<file path="config.mk">
export PLATFORM = sky130hd
export DESIGN_NAME = emli_ctrl
export DESIGN_NICKNAME = d
export VERILOG_FILES = /design/src/hw/rtl/extent_map_lookup_insert_unit_assert.svh /design/src/hw/rtl/emli_pkg.sv /design/src/hw/rtl/emli_ctrl.sv
export SDC_FILE = /design/constraint.sdc
export NUM_CORES = 1
export LEC_CHECK = 0
export BUFFER_PORTS_ARGS = -buffer_cell sky130_fd_sc_hd__buf_4
export CAP_MARGIN = 30
export CORE_UTILIZATION = 30
export CTS_CLUSTER_SIZE = 16
export DETAILED_ROUTE_END_ITERATION = 10
export PLACE_DENSITY = 0.53
export SLEW_MARGIN = 20
export SYNTH_ARGS = -nofsm -noshare
export SYNTH_HDL_FRONTEND = slang
export SYNTH_SLANG_ARGS = --single-unit
</file>
<file path="constraint.sdc">
create_clock -name clk -period 2.15 [get_ports clk]
set_input_delay 0.3225 -clock clk [delete_from_list [all_inputs] [get_ports clk]]
set_output_delay 0.3225 -clock clk [all_outputs]
set_load 0.02 [all_outputs]
</file>
<file path="src/hw/rtl/extent_map_lookup_insert_unit_assert.svh">
// assertion macros for the extent map unit
`ifndef EXTENT_MAP_LOOKUP_INSERT_UNIT_ASSERT_SVH
`define EXTENT_MAP_LOOKUP_INSERT_UNIT_ASSERT_SVH

// antecedent and consequent in the same cycle
`define EMLI_ASSERT_NOW(lbl, ante, cons) \
	lbl: assert property (@(posedge clk) disable iff (!arst_n) (ante) |-> (cons)) \
		else $error("extent map check failed");

// consequent in the cycle after the antecedent
`define EMLI_ASSERT_NEXT(lbl, ante, cons) \
	lbl: assert property (@(posedge clk) disable iff (!arst_n) (ante) |=> (cons)) \
		else $error("extent map check failed");

`endif

</file>
<file path="src/hw/rtl/emli_pkg.sv">
package emli_pkg;

	localparam int MAX_EXTENTS_DEF = 64;
	localparam int LW = 54;
	localparam int PW = 52;
	localparam int NW = 21;
	localparam int RW = 32;

	localparam logic [1:0] ST_OK   = 2'd0;
	localparam logic [1:0] ST_FULL = 2'd1;
	localparam logic [1:0] ST_OVF  = 2'd2;

	typedef struct packed {
		logic [LW-1:0] ls;
		logic [PW-1:0] ps;
		logic [RW-1:0] len;
		logic          uw;
	} entry_t;

	typedef enum logic [4:0] {
		OP_NONE,
		OP_LOAD,
		OP_PROBE,
		OP_STEP,
		OP_RD_LO,
		OP_RD_PREV,
		OP_WR_LEFT,
		OP_WR_RIGHT,
		OP_SHIFT_INIT,
		OP_SHIFT_RD,
		OP_SHIFT_WR,
		OP_PLACE,
		OP_RES_HIT,
		OP_RES_HOLE,
		OP_RES_UNB,
		OP_RES_OK,
		OP_RES_FULL,
		OP_RES_OVF
	} op_t;

	typedef struct packed {
		op_t op;
	} dp_cmd_t;

	typedef struct packed {
		logic is_ins;
		logic zero_len;
		logic done;
		logic lo_lt_count;
		logic at_gt0;
		logic hit;
		logic match_left;
		logic match_right;
		logic len_ovf;
		logic full;
		logic shift_more;
		logic out_free;
	} dp_sts_t;

	typedef enum logic [3:0] {
		S_IDLE,
		S_SEARCH,
		S_CMP,
		S_HIT,
		S_MISS,
		S_UNB,
		S_LEFT,
		S_RIGHT,
		S_PLACE_CHK,
		S_SHIFT_RD,
		S_SHIFT_WR,
		S_OK,
		S_FULL,
		S_OVF
	} state_t;

endpackage

</file>
<file path="src/hw/rtl/emli_ctrl.sv">
module emli_ctrl (
	input  logic             clk,
	input  logic             arst_n,
	input  logic             in_valid,
	output logic             in_ready,
	input  emli_pkg::dp_sts_t sts,
	output emli_pkg::dp_cmd_t cmd
);
	import emli_pkg::*;

	state_t state_q, state_d;

	always_ff @(posedge clk or negedge arst_n) begin
		if (!arst_n) begin
			state_q <= S_IDLE;
		end else begin
			state_q <= state_d;
		end
	end

	always_comb begin
		state_d  = state_q;
		cmd.op   = OP_NONE;
		in_ready = 1'b0;
		case (state_q)
			S_IDLE: begin
				in_ready = 1'b1;
				if (in_valid) begin
					cmd.op  = OP_LOAD;
					state_d = S_SEARCH;
				end
			end
			S_SEARCH: begin
				if (sts.is_ins && sts.zero_len) begin
					state_d = S_OK;
				end else if (!sts.done) begin
					cmd.op  = OP_PROBE;
					state_d = S_CMP;
				end else if (!sts.is_ins) begin
					if (sts.lo_lt_count) begin
						cmd.op  = OP_RD_LO;
						state_d = S_MISS;
					end else begin
						state_d = S_UNB;
					end
				end else if (sts.at_gt0) begin
					cmd.op  = OP_RD_PREV;
					state_d = S_LEFT;
				end else if (sts.lo_lt_count) begin
					cmd.op  = OP_RD_LO;
					state_d = S_RIGHT;
				end else begin
					state_d = S_PLACE_CHK;
				end
			end
			S_CMP: begin
				cmd.op = OP_STEP;
				if (!sts.is_ins && sts.hit) begin
					state_d = S_HIT;
				end else begin
					state_d = S_SEARCH;
				end
			end
			S_LEFT: begin
				if (sts.match_left) begin
					if (sts.len_ovf) begin
						state_d = S_OVF;
					end else begin
						cmd.op  = OP_WR_LEFT;
						state_d = S_OK;
					end
				end else if (sts.lo_lt_count) begin
					cmd.op  = OP_RD_LO;
					state_d = S_RIGHT;
				end else begin
					state_d = S_PLACE_CHK;
				end
			end
			S_RIGHT: begin
				if (sts.match_right) begin
					if (sts.len_ovf) begin
						state_d = S_OVF;
					end else begin
						cmd.op  = OP_WR_RIGHT;
						state_d = S_OK;
					end
				end else begin
					state_d = S_PLACE_CHK;
				end
			end
			S_PLACE_CHK: begin
				if (sts.full) begin
					state_d = S_FULL;
				end else begin
					cmd.op  = OP_SHIFT_INIT;
					state_d = S_SHIFT_RD;
				end
			end
			S_SHIFT_RD: begin
				if (sts.shift_more) begin
					cmd.op  = OP_SHIFT_RD;
					state_d = S_SHIFT_WR;
				end else begin
					cmd.op  = OP_PLACE;
					state_d = S_OK;
				end
			end
			S_SHIFT_WR: begin
				cmd.op  = OP_SHIFT_WR;
				state_d = S_SHIFT_RD;
			end
			S_HIT: begin
				if (sts.out_free) begin
					cmd.op  = OP_RES_HIT;
					state_d = S_IDLE;
				end
			end
			S_MISS: begin
				if (sts.out_free) begin
					cmd.op  = OP_RES_HOLE;
					state_d = S_IDLE;
				end
			end
			S_UNB: begin
				if (sts.out_free) begin
					cmd.op  = OP_RES_UNB;
					state_d = S_IDLE;
				end
			end
			S_OK: begin
				if (sts.out_free) begin
					cmd.op  = OP_RES_OK;
					state_d = S_IDLE;
				end
			end
			S_FULL: begin
				if (sts.out_free) begin
					cmd.op  = OP_RES_FULL;
					state_d = S_IDLE;
				end
			end
			S_OVF: begin
				if (sts.out_free) begin
					cmd.op  = OP_RES_OVF;
					state_d = S_IDLE;
				end
			end
			default: begin
				state_d = S_IDLE;
			end
		endcase
	end

endmodule

</file>
==> out/results.tsv, run 1 <==
metric	value	unit
status	complete, no violations	
WL final	2290	microns
FMAX	488	MHz
CTS sink count	4	
# DRC	0	
per-cell routed wire length	15.2	microns
Worst-Margin Slew	0.373	ns
Die ar.	2570	sq um
grt total ovfl	0	
number of H-tree branching levels	1	
Startpoint Class	flip-flop	
DRT antenna net count	0	
largest net degree at the start of global routing	28	
P_sw	0.000566	W
Netlist cell types	41	
Starting Density	31.9	%
Final Hold Fails	0	
Top Registers	state_q x4	
Iter 0 DRT Violations	17	
R2R cell count	3	
DP Area	877	sq um
Worst setup EP type	output pin	
Post-Syn Instances	106	
Tcrit/Tclk final	95.3	%
Critical Path RT	1.83	ns
total negative slack	0	ns
Synth Warn #	0	
Worst R2R Start	state_q[1]	
Die X	50.7	microns
Yosys reg bits	4	
sequential-to-total area share from yosys stat	14.1	%
IO Count	21	
Cell Area, Synth	712	sq um
Reg with most FFs	state_q	
core area	2230	sq um
clock buffer depth	2	
max reg flops	4	
root buffer cell	clkbuf_4	
IO buf count	20	
switching part of the total	50.2	%
GR Util All Layers	18.5	%
vias in the first global route	735	
final instance area	927	sq um
area share of the largest cell type after synthesis	14.1	%
Setup WS post-layout	0.100	ns
dpl hpwl	1620	microns
dpl ws	0.258	ns
Skew-Pair Late Insertion Delay	0.24	ns
Critical Path Start	state_q[1]	
Syn Area/Cell	6.72	sq um
Num CTS Buffers	3	
post-CTS setup buffers	0	
clock transition at the registers of the reported paths	0.04	ns
pins over their slew limit	0	
TritonCTS clock tree	built	
Syn Nets	121	
fill count	269	
worst hold path type	primary input to asynchronous set/reset pin	
Via Count	859	
number of diodes	0	
vias per cell	5.69	
Die Y	50.7	microns
Leak	0.392	nW
Final Critical Period	2.05	ns
Int Pwr	0.000562	W
num rows	17	
Slew HR	74.9	%
Gate power share	80.0	%
routability cong.	0.820	
clk_skew	0.00886	ns
max-cap viol count	0	
final core occ	41.5	%
antenna violations before repair	0	
critical path fanouts, max	4	
Arrival @ worst endpoint	1.73	ns
RSZ-0062 raised after global routing	false	
first-pass GRT wire length	3530	microns
crit path kind	flip-flop to output pin	
RR Endpoint	state_q[0]	
Final setup violation count	0	
Pwr Density	1220	nW/um^2
Synth area leaders	dfrtp_1 14%, a21oi_1 8.4%, nor2_1 5.8%, nand2_1 4.7%, o31ai_1 4.2%	
Worst Setup EP	cmd[0]	
Final #Nets	140	
reg-to-reg setup timing slack	0.48	ns
worst vdd ir	0.763	mV
Synth area leader	dfrtp_1	
WHS	0.415	ns
Clock power frac	8.4	%
drt pass-1 iters	4	
sequential share of power	11.7	%
Area Growth Syn to Fin	30.2	%
share of layout cells above drive strength 1	26.8	%
-- critical path, cell delays in order, from the launching register on --
cell     delay, ns
dfrtp_1       0.38
or4b_4        0.58
nor3_2        0.19
nand3_1       0.11
nand3_1       0.08
buf_4         0.14
-- placed cells by master (no fill, tap or decap), drive strengths merged, types with 4 or more instances in the layout --
cell type / instances
inv: 5
o31ai: 4
nand3: 4
a21oi: 12
nand2b: 4
nor2: 11
o21ai: 5
nand2: 9
dfrtp: 4
buf: 24
-- worst min path at each step --
| stage | startpoint | end | depth (start not counted) |
|---|---|---|---|
| after detailed placement | arst_n | state_q[0] | 1 |
| after floorplan | arst_n | state_q[0] | 0 |
| after CTS | arst_n | state_q[0] | 2 |
| after global placement | arst_n | state_q[0] | 1 |
| final | arst_n | state_q[0] | 2 |
| after global routing | arst_n | state_q[0] | 2 |
-- cell families after synthesis --
group | count (synthesis) | share of synthesized area, %
compound gates | 40 | 39.4
mux | 1 | 1.41
simple gates | 44 | 34.3
xor+xnor | 1 | 1.23
buf+inv | 16 | 9.67
flops | 4 | 14.1
-- final cells by class --
class	instances	area, sq um	share of cell area, %
multi-input cells	86	557	60.1
repair buffers	25	194	20.9
flip-flops and latches	4	100	10.8
well taps	28	35.0	3.78
clock buffers	3	22.5	2.43
inverters	5	18.8	2.02
-- routing by layer --
metal  GRT usage, %  vias up  part of all wire, %
met1           26.1      412                   52
met4           4.17        0                 0.39
met5              0        -                    0
met2           28.4       15                   45
li1               -      430                    -
met3           3.64        2                  2.8
-- power groups by stage --
stage,clock [W],combinational [W],sequential [W]
2_1_floorplan,0,0.000638,0.000124
4_1_cts,0.0000977,0.000884,0.000130
6_report,0.0000942,0.000902,0.000132
3_5_place_dp,0,0.000877,0.000130
3_3_place_gp,0,0.000877,0.000129
5_1_grt,0.000104,0.000986,0.000136
-- Yosys cell counts --
cell	instances
or3b_2	1
xnor2_1	1
nor2_1	11
o21ai_1	1
o21a_1	1
a21o_1	1
and4b_1	1
nor3_1	1
or3_1	1
nor2b_1	3
a41oi_1	1
a32oi_1	1
a221oi_2	1
clkbuf_1	7
a21oi_1	12
nand2b_1	4
a221o_1	1
a211o_1	2
o311ai_0	1
mux2i_1	1
buf_2	1
buf_1	2
buf_6	1
o21ai_0	4
dfrtp_1	4
nor4b_1	1
or4b_4	1
nand4b_1	2
nor4_1	1
o2111ai_1	1
o311a_1	2
nand3_1	4
o21bai_1	3
o31ai_1	4
and2_1	1
a31oi_1	1
o32ai_1	2
inv_1	5
nand2_1	9
nor3b_1	3
o22ai_1	1
-- through the flow --
| stage | instances | power (W) |
|---|---|---|
| 2_1_floorplan | 106 | 0.000762 |
| 3_3_place_gp | 147 | 0.00101 |
| 3_5_place_dp | 147 | 0.00101 |
| 4_1_cts | 151 | 0.00111 |
| 5_1_grt | 151 | 0.00123 |
| 6_report | 151 | 0.00113 |
-- timing repair --
action	in CTS	in global routing
pin swaps	0	0
resized for setup	1	5
endpoints found under the setup margin	1	3
hold buffers	1	0
hold endpoints to repair	4	0
No activity file was read; power rests on OpenSTA's default activity.
==> run 2, diff against run 1 <==
--- a/config.mk
+++ b/config.mk
@@ -7,6 +7,7 @@
 export LEC_CHECK = 0
 export BUFFER_PORTS_ARGS = -buffer_cell sky130_fd_sc_hd__buf_4
 export CAP_MARGIN = 30
+export CORE_MARGIN = 2
 export CORE_UTILIZATION = 30
 export CTS_CLUSTER_SIZE = 16
 export DETAILED_ROUTE_END_ITERATION = 10
==> run 2 against run 1 <==
  * Non-clock buffer count up 2
  * Flip-flop and latch count unchanged
  * Highest routed layer unchanged
  * Die area up 8.0%
  * Global-route usage down 0.85 points
  * Combinational power up 2%
  * Final area up 2.6%
==> out/results.tsv, run 2 (synthesis gave the netlist of run 1 again) <==
metric	value	unit	change
CP max stage cell	or3b_2		
clk_skew	0.00320	ns	-0.00566 ns
commonest non-fill, non-tap cell in the layout	buf_4		
met3 Resource Use GR	4.00	%	+0.36 points
Num CTS Buffers	3		unchanged
Buf+Inv Stages, Crit Path	1		unchanged
status	complete, no violations		
Iter 0 DRT Violations	15		-2
Tcrit/Tclk final	95.6	%	+0.21 points
Worst setup EP type	output pin		
Startpoint Class	flip-flop		
Tot Pwr	0.00115	W	+2.0%
first-pass GRT wire length	3640	microns	+2.9%
vias per cell	5.71		+0.30%
IO buf count	20		unchanged
grt met2 use	26.7	%	-1.8 points
most frequent cells in the layout	25 x buf_4, 12 x a21oi_1, 11 x nor2_1		
drt pass-1 iters	4		unchanged
Skew-Pair Late Insertion Delay	0.23	ns	about the same
final instance area	951	sq um	+2.6%
Final Hold Fails	0		unchanged
number of diodes	0		unchanged
dpl ws	0.235	ns	-0.0233 ns
TritonCTS clock tree	built		
CP max stage delay	0.47	ns	-0.11 ns
WL final	2150	microns	-5.9%
routability cong.	0.803		-2.1%
max reg flops	4		unchanged
Final Critical Period	2.05	ns	+0.00446 ns
antenna violations before repair	0		unchanged
Setup WS post-layout	0.0957	ns	-0.00446 ns
worst path cell trace	nand2b_4, or3b_2, o21ai_2, a221o_1, buf_4		
Via Count	873		+1.6%
pins over their slew limit	0		unchanged
WHS	0.428	ns	+0.0130 ns
Leak	0.404	nW	+3.0%
IO Count	21		unchanged
per-cell routed wire length	14.1	microns	-7.1%
CTS sink count	4		unchanged
Area Growth Syn to Fin	33.6	%	
num rows	17		unchanged
share of layout cells above drive strength 1	28.0	%	+1.2 points
Die X	52.7	microns	+3.9%
dpl hpwl	1640	microns	+1.8%
vias in the first global route	773		+5.2%
fill count	236		-12%
Arrival @ worst endpoint	1.73	ns	about the same
crit path kind	flip-flop to output pin		
DRT antenna net count	0		unchanged
Die ar.	2780	sq um	+8.0%
core area	2230	sq um	unchanged
root buffer cell	clkbuf_4		
max-cap viol count	0		unchanged
worst vdd ir	0.625	mV	-18%
GRT Max-Usage Layer	met2		
# DRC	0		unchanged
Reg with most FFs	state_q		
clock transition at the registers of the reported paths	0.04	ns	about the same
Final #Nets	142		+1.4%
post-CTS setup buffers	0		unchanged
Die Y	52.7	microns	+3.9%
FMAX	487	MHz	-0.22%
worst hold path type	primary input to asynchronous set/reset pin		
clock buffer depth	2		unchanged
placed insts	149		+1.4%
Pwr Density	1210	nW/um^2	-0.57%
Starting Density	31.9	%	unchanged
Worst-Margin Slew	0.399	ns	+0.0256 ns
Final setup violation count	0		unchanged
non-filler cells, final	153		+1.3%
largest net degree at the start of global routing	28		unchanged
CP top delay family	simple AND/OR/NAND/NOR gates		
grt total ovfl	0		unchanged
number of H-tree branching levels	1		unchanged
DP Area	892	sq um	+1.7%
Global Route met1 Usage	24.5	%	-1.6 points
Critical Path RT	1.83	ns	about the same
Slew HR	73.2	%	-1.7 points
critical path fanouts, max	5		+1
GR Util All Layers	17.6	%	-0.85 points
Top Registers	state_q x4		
[run 2: cell types whose count changed in the layout (fill, tap and decap cells not counted), sizes merged]
cell	delta
buf	+2
[run 2: layer usage]
layer,routed length (microns),up-vias,part of all wire [%]
met1,1040,400,48
li1,-,439,-
met2,973,30,45
met4,28,0,1.3
met3,117,4,5.4
met5,0,-,0
[run 2: power by group]
part           total [W]  leakage [nW]  switching [W]  internal (W)
Clock          0.0000921        0.0138      0.0000297     0.0000624
Sequential      0.000142        0.0510      0.0000351      0.000107
Combinational   0.000917         0.339       0.000501      0.000415
Total            0.00115         0.404       0.000566      0.000585
[run 2: per-stage QoR]
stage / util (%) / setup TNS, ns
floorplan: - / 0
global placement: 39.9 / 0
detailed placement: 39.9 / 0
CTS: 41.9 / 0
global route: 42.6 / -0.00175
finish: 42.6 / 0
[run 2: path summary, 6_finish.rpt]
kind                                  from    endpoint  slack, ns  depth (start not counted)
min in group clk                    sts[9]  state_q[3]       0.44                          3
worst min-delay path                arst_n  state_q[3]       0.43                          2
worst max-delay path            state_q[3]      cmd[2]        0.1                          5
max in group asynchronous           arst_n  state_q[2]       1.62                          2
worst min register to register  state_q[1]  state_q[3]       0.64                          2
worst max register to register  state_q[3]  state_q[0]       0.40                          3
[run 2: cell type report]
class                      count  area [sq um]  share of cell area (%)
multi-input combinational     86           566                    59.5
timing repair buffer          27           209                    22.0
sequential                     4           100                    10.5
tap                           28          35.0                    3.68
clock buffer                   3          22.5                    2.37
inverter                       5          18.8                    1.97
[run 2: repair_timing]
action                     4_1_cts  5_1_grt
hold buffers                     1        0
resized for setup                3        4
pin swaps                        0        0
setup endpoints to repair        2        2
hold endpoints to repair         4        0
==> run 3, diff against run 2 <==
--- a/config.mk
+++ b/config.mk
@@ -5,13 +5,14 @@
 export SDC_FILE = /design/constraint.sdc
 export NUM_CORES = 1
 export LEC_CHECK = 0
+export ABC_AREA = 1
 export BUFFER_PORTS_ARGS = -buffer_cell sky130_fd_sc_hd__buf_4
 export CAP_MARGIN = 30
 export CORE_MARGIN = 2
 export CORE_UTILIZATION = 30
 export CTS_CLUSTER_SIZE = 16
 export DETAILED_ROUTE_END_ITERATION = 10
-export PLACE_DENSITY = 0.53
+export PLACE_DENSITY = 0.55
 export SLEW_MARGIN = 20
 export SYNTH_ARGS = -nofsm -noshare
 export SYNTH_HDL_FRONTEND = slang
==> run 3 against run 2 <==
  * Synthesized cell count increased by 2.8%
  * Final area fell by 14%
  * Critical path depth unchanged
  * Area after synthesis fell by 16%
  * Sequential share of layout area increased by 1.7 points
  * Via count fell by 9.7%
  * Worst setup slack improved by 0.17 ns
  * Global-route usage fell by 1.8 points
  * First-iteration DRC count up 60%
  * Non-clock buffer count down 6
  * Largest cell class unchanged
==> out/results.tsv, run 3 <==
metric	value	unit	change
status	complete, no violations		
critical path fanouts, max	7		+2
Reg with most FFs	state_q		
FF+latch area	100	sq um	unchanged
Gate power share	72.6	%	-7.1 points
Buf+Inv Stages, Crit Path	2		+1
CP max stage cell	dfrtp_1		
Syn Nets	124		+2.5%
Startpoint Class	flip-flop		
CTS sink count	4		unchanged
Worst R2R Start	state_q[2]		
IO Count	21		unchanged
number of diodes	0		unchanged
num rows	16		-1
FMAX	531	MHz	+9.1%
max reg flops	4		unchanged
Pwr Density	1170	nW/um^2	-3.3%
post-CTS setup buffers	0		unchanged
dpl ws	0.511	ns	+0.276 ns
vias in the first global route	706		-8.7%
clk_skew	0.00122	ns	-0.00199 ns
vias per cell	4.93		-14%
number of H-tree branching levels	1		unchanged
routability cong.	0.930		+16%
Cell Area, Synth	599	sq um	-16%
Netlist cell types	21		-49%
Area Growth Syn to Fin	36.1	%	
Tcrit/Tclk final	87.6	%	-8.0 points
most frequent cells in the layout	37 x nand2_1, 20 x buf_4, 12 x inv_1		
# DRC	0		unchanged
P_sw	0.000522	W	-7.8%
Critical Path RT	1.83	ns	about the same
multi-input logic area	432	sq um	-24%
sequential share of power	17.6	%	+5.3 points
Int Pwr	0.000433	W	-26%
clock buffer depth	2		unchanged
grt total ovfl	0		unchanged
Via Count	788		-9.7%
R2R cell count	7		+4
Die X	48.7	microns	-7.6%
per-cell routed wire length	10.9	microns	-23%
worst vdd ir	0.432	mV	-31%
most frequent cell after synthesis	nand2_1		
Worst-Margin Slew	0.280	ns	-0.119 ns
crit path kind	flip-flop to output pin		
GR Util All Layers	15.8	%	-1.8 points
Final setup violation count	0		unchanged
max-cap viol count	0		unchanged
Leak	0.433	nW	+7.2%
placed insts	156		+4.7%
Synth Warn #	0		unchanged
total negative slack	0	ns	unchanged
TritonCTS clock tree	built		
worst path cell trace	nand2_1, clkinv_1, o211ai_1, nand4_1, buf_4		
Die ar.	2370	sq um	-15%
Clock power frac	9.8	%	+1.8 points
switching part of the total	54.7	%	+5.5 points
CP top delay family	flip-flops		
CP max stage delay	0.43	ns	-0.04 ns
Post-Syn Instances	109		+2.8%
Arrival @ worst endpoint	1.56	ns	-0.17 ns
Slew HR	81.2	%	+8.1 points
share of layout cells above drive strength 1	27.1	%	-0.93 points
Setup WS post-layout	0.267	ns	+0.172 ns
Syn Area/Cell	5.50	sq um	-18%
Worst setup EP type	output pin		
Synth area leaders	nand2_1 23%, dfrtp_1 17%, inv_1 7.5%, nand3_1 6.7%, nor2_1 6.3%		
IO buf count	20		unchanged
Iter 0 DRT Violations	24		+9
RSZ-0062 raised after global routing	false		
commonest non-fill, non-tap cell in the layout	nand2_1		
sequential-to-total area share from yosys stat	16.7	%	+2.6 points
DRT antenna net count	0		unchanged
Die Y	48.7	microns	-7.6%
Synth top cells by count	37 x nand2_1, 12 x inv_1, 10 x nor2_1		
fill count	219		-7.2%
pins over their slew limit	0		unchanged
worst hold path type	primary input to asynchronous set/reset pin		
Synth area leader	nand2_1		
Post-synth EDFFs	0		unchanged
largest net degree at the start of global routing	8		-71%
Final Critical Period	1.88	ns	-0.172 ns
dpl hpwl	1500	microns	-8.9%
RR Endpoint	state_q[3]		
Num CTS Buffers	3		unchanged
antenna violations before repair	0		unchanged
first-pass GRT wire length	2950	microns	-19%
Final #Nets	150		+5.6%
clock transition at the registers of the reported paths	0.04	ns	about the same
drt pass-1 iters	4		unchanged
root buffer cell	clkbuf_4		
share of flip-flops with an asynchronous set or reset	100	%	unchanged
Most used DFF post-synth	dfrtp_1		
Final Hold Fails	0		unchanged
reg-to-reg setup timing slack	0.73	ns	+0.33 ns
WL final	1740	microns	-19%
Yosys reg bits	4		unchanged
Starting Density	31.2	%	-0.69 points
core area	1920	sq um	-14%
Skew-Pair Late Insertion Delay	0.23	ns	about the same
non-filler cells, final	160		+4.6%
Top Registers	state_q x4		
final core occ	42.4	%	-0.13 points
area share of the largest cell type after synthesis	23.2	%	+9.1 points
[run 3: changes by cell type in the layout (fill, tap and decap cells not counted), moves of 5 or more]
cell     previous run  this run
a21oi_1            12         4
nand4_1             0         5
inv_2               0         5
nand2_1             9        37
buf_4              25        20
inv_1               5        12
[run 3: worst max path at each step]
| stage | from | endpoint | slack, ns | cells past startpoint |
|---|---|---|---|---|
| 3_3_place_gp | state_q[1] | cmd[2] | 0.50 | 5 |
| 5_1_grt | state_q[1] | cmd[2] | 0.13 | 5 |
| 3_5_place_dp | state_q[1] | cmd[2] | 0.51 | 5 |
| 2_1_floorplan | state_q[2] | cmd[0] | 0.62 | 9 |
| 4_1_cts | state_q[1] | cmd[2] | 0.25 | 5 |
| 6_report | state_q[1] | cmd[2] | 0.27 | 5 |
[run 3: final cells by class]
type	instances	share of cell area, %
multi-input combinational	87	52.9
timing repair buffer	21	19.6
sequential	4	12.3
inverter	18	8.28
tap	27	4.14
clock buffer	3	2.76
[run 3: metal layers]
layer | GRT usage, % | vias to the layer above | wire length [microns]
met4 | 3.81 | 0 | 18
li1 | - | 410 | -
met3 | 5.56 | 2 | 108
met5 | 0 | - | 0
met2 | 25.1 | 29 | 819
met1 | 20.3 | 347 | 790
[run 3: stage by stage]
stage	power [W]	instance area [sq um]	hold slack (ns)
6_report	0.000955	816	0.420
5_1_grt	0.00105	816	0.424
4_1_cts	0.000962	816	0.418
3_5_place_dp	0.000861	783	0.122
3_3_place_gp	0.000869	783	0.119
2_1_floorplan	0.000635	599	0.0269
[run 3: timing repair]
item | in CTS | in global routing
hold buffers | 1 | 0
endpoints found under the setup margin | 0 | 0
resized for setup | 0 | 0
endpoints found under the hold margin | 4 | 0
[run 3: cell families after synthesis]
| family | Yosys count | synth area share (%) |
|---|---|---|
| AND/OR/NAND/NOR | 69 | 53.9 |
| AO/OA/AOI/OAI | 18 | 18.2 |
| buffers and inverters | 18 | 11.3 |
| flip-flops | 4 | 16.7 |
[run 3: worst reg2reg max path, cell delays in order (launching register included)]
cell	delay, ns
dfrtp_1	0.46
inv_2	0.13
nand2_2	0.09
inv_1	0.11
nand2_2	0.08
o21ai_2	0.22
nand2_1	0.09
o211ai_1	0.13
[run 3: power by group through the flow]
stage | clock (W) | combinational, W | sequential [W]
2_1_floorplan | 0 | 0.000478 | 0.000157
3_3_place_gp | 0 | 0.000702 | 0.000167
3_5_place_dp | 0 | 0.000692 | 0.000169
4_1_cts | 0.0000957 | 0.000699 | 0.000168
5_1_grt | 0.000104 | 0.000766 | 0.000175
6_report | 0.0000937 | 0.000693 | 0.000168
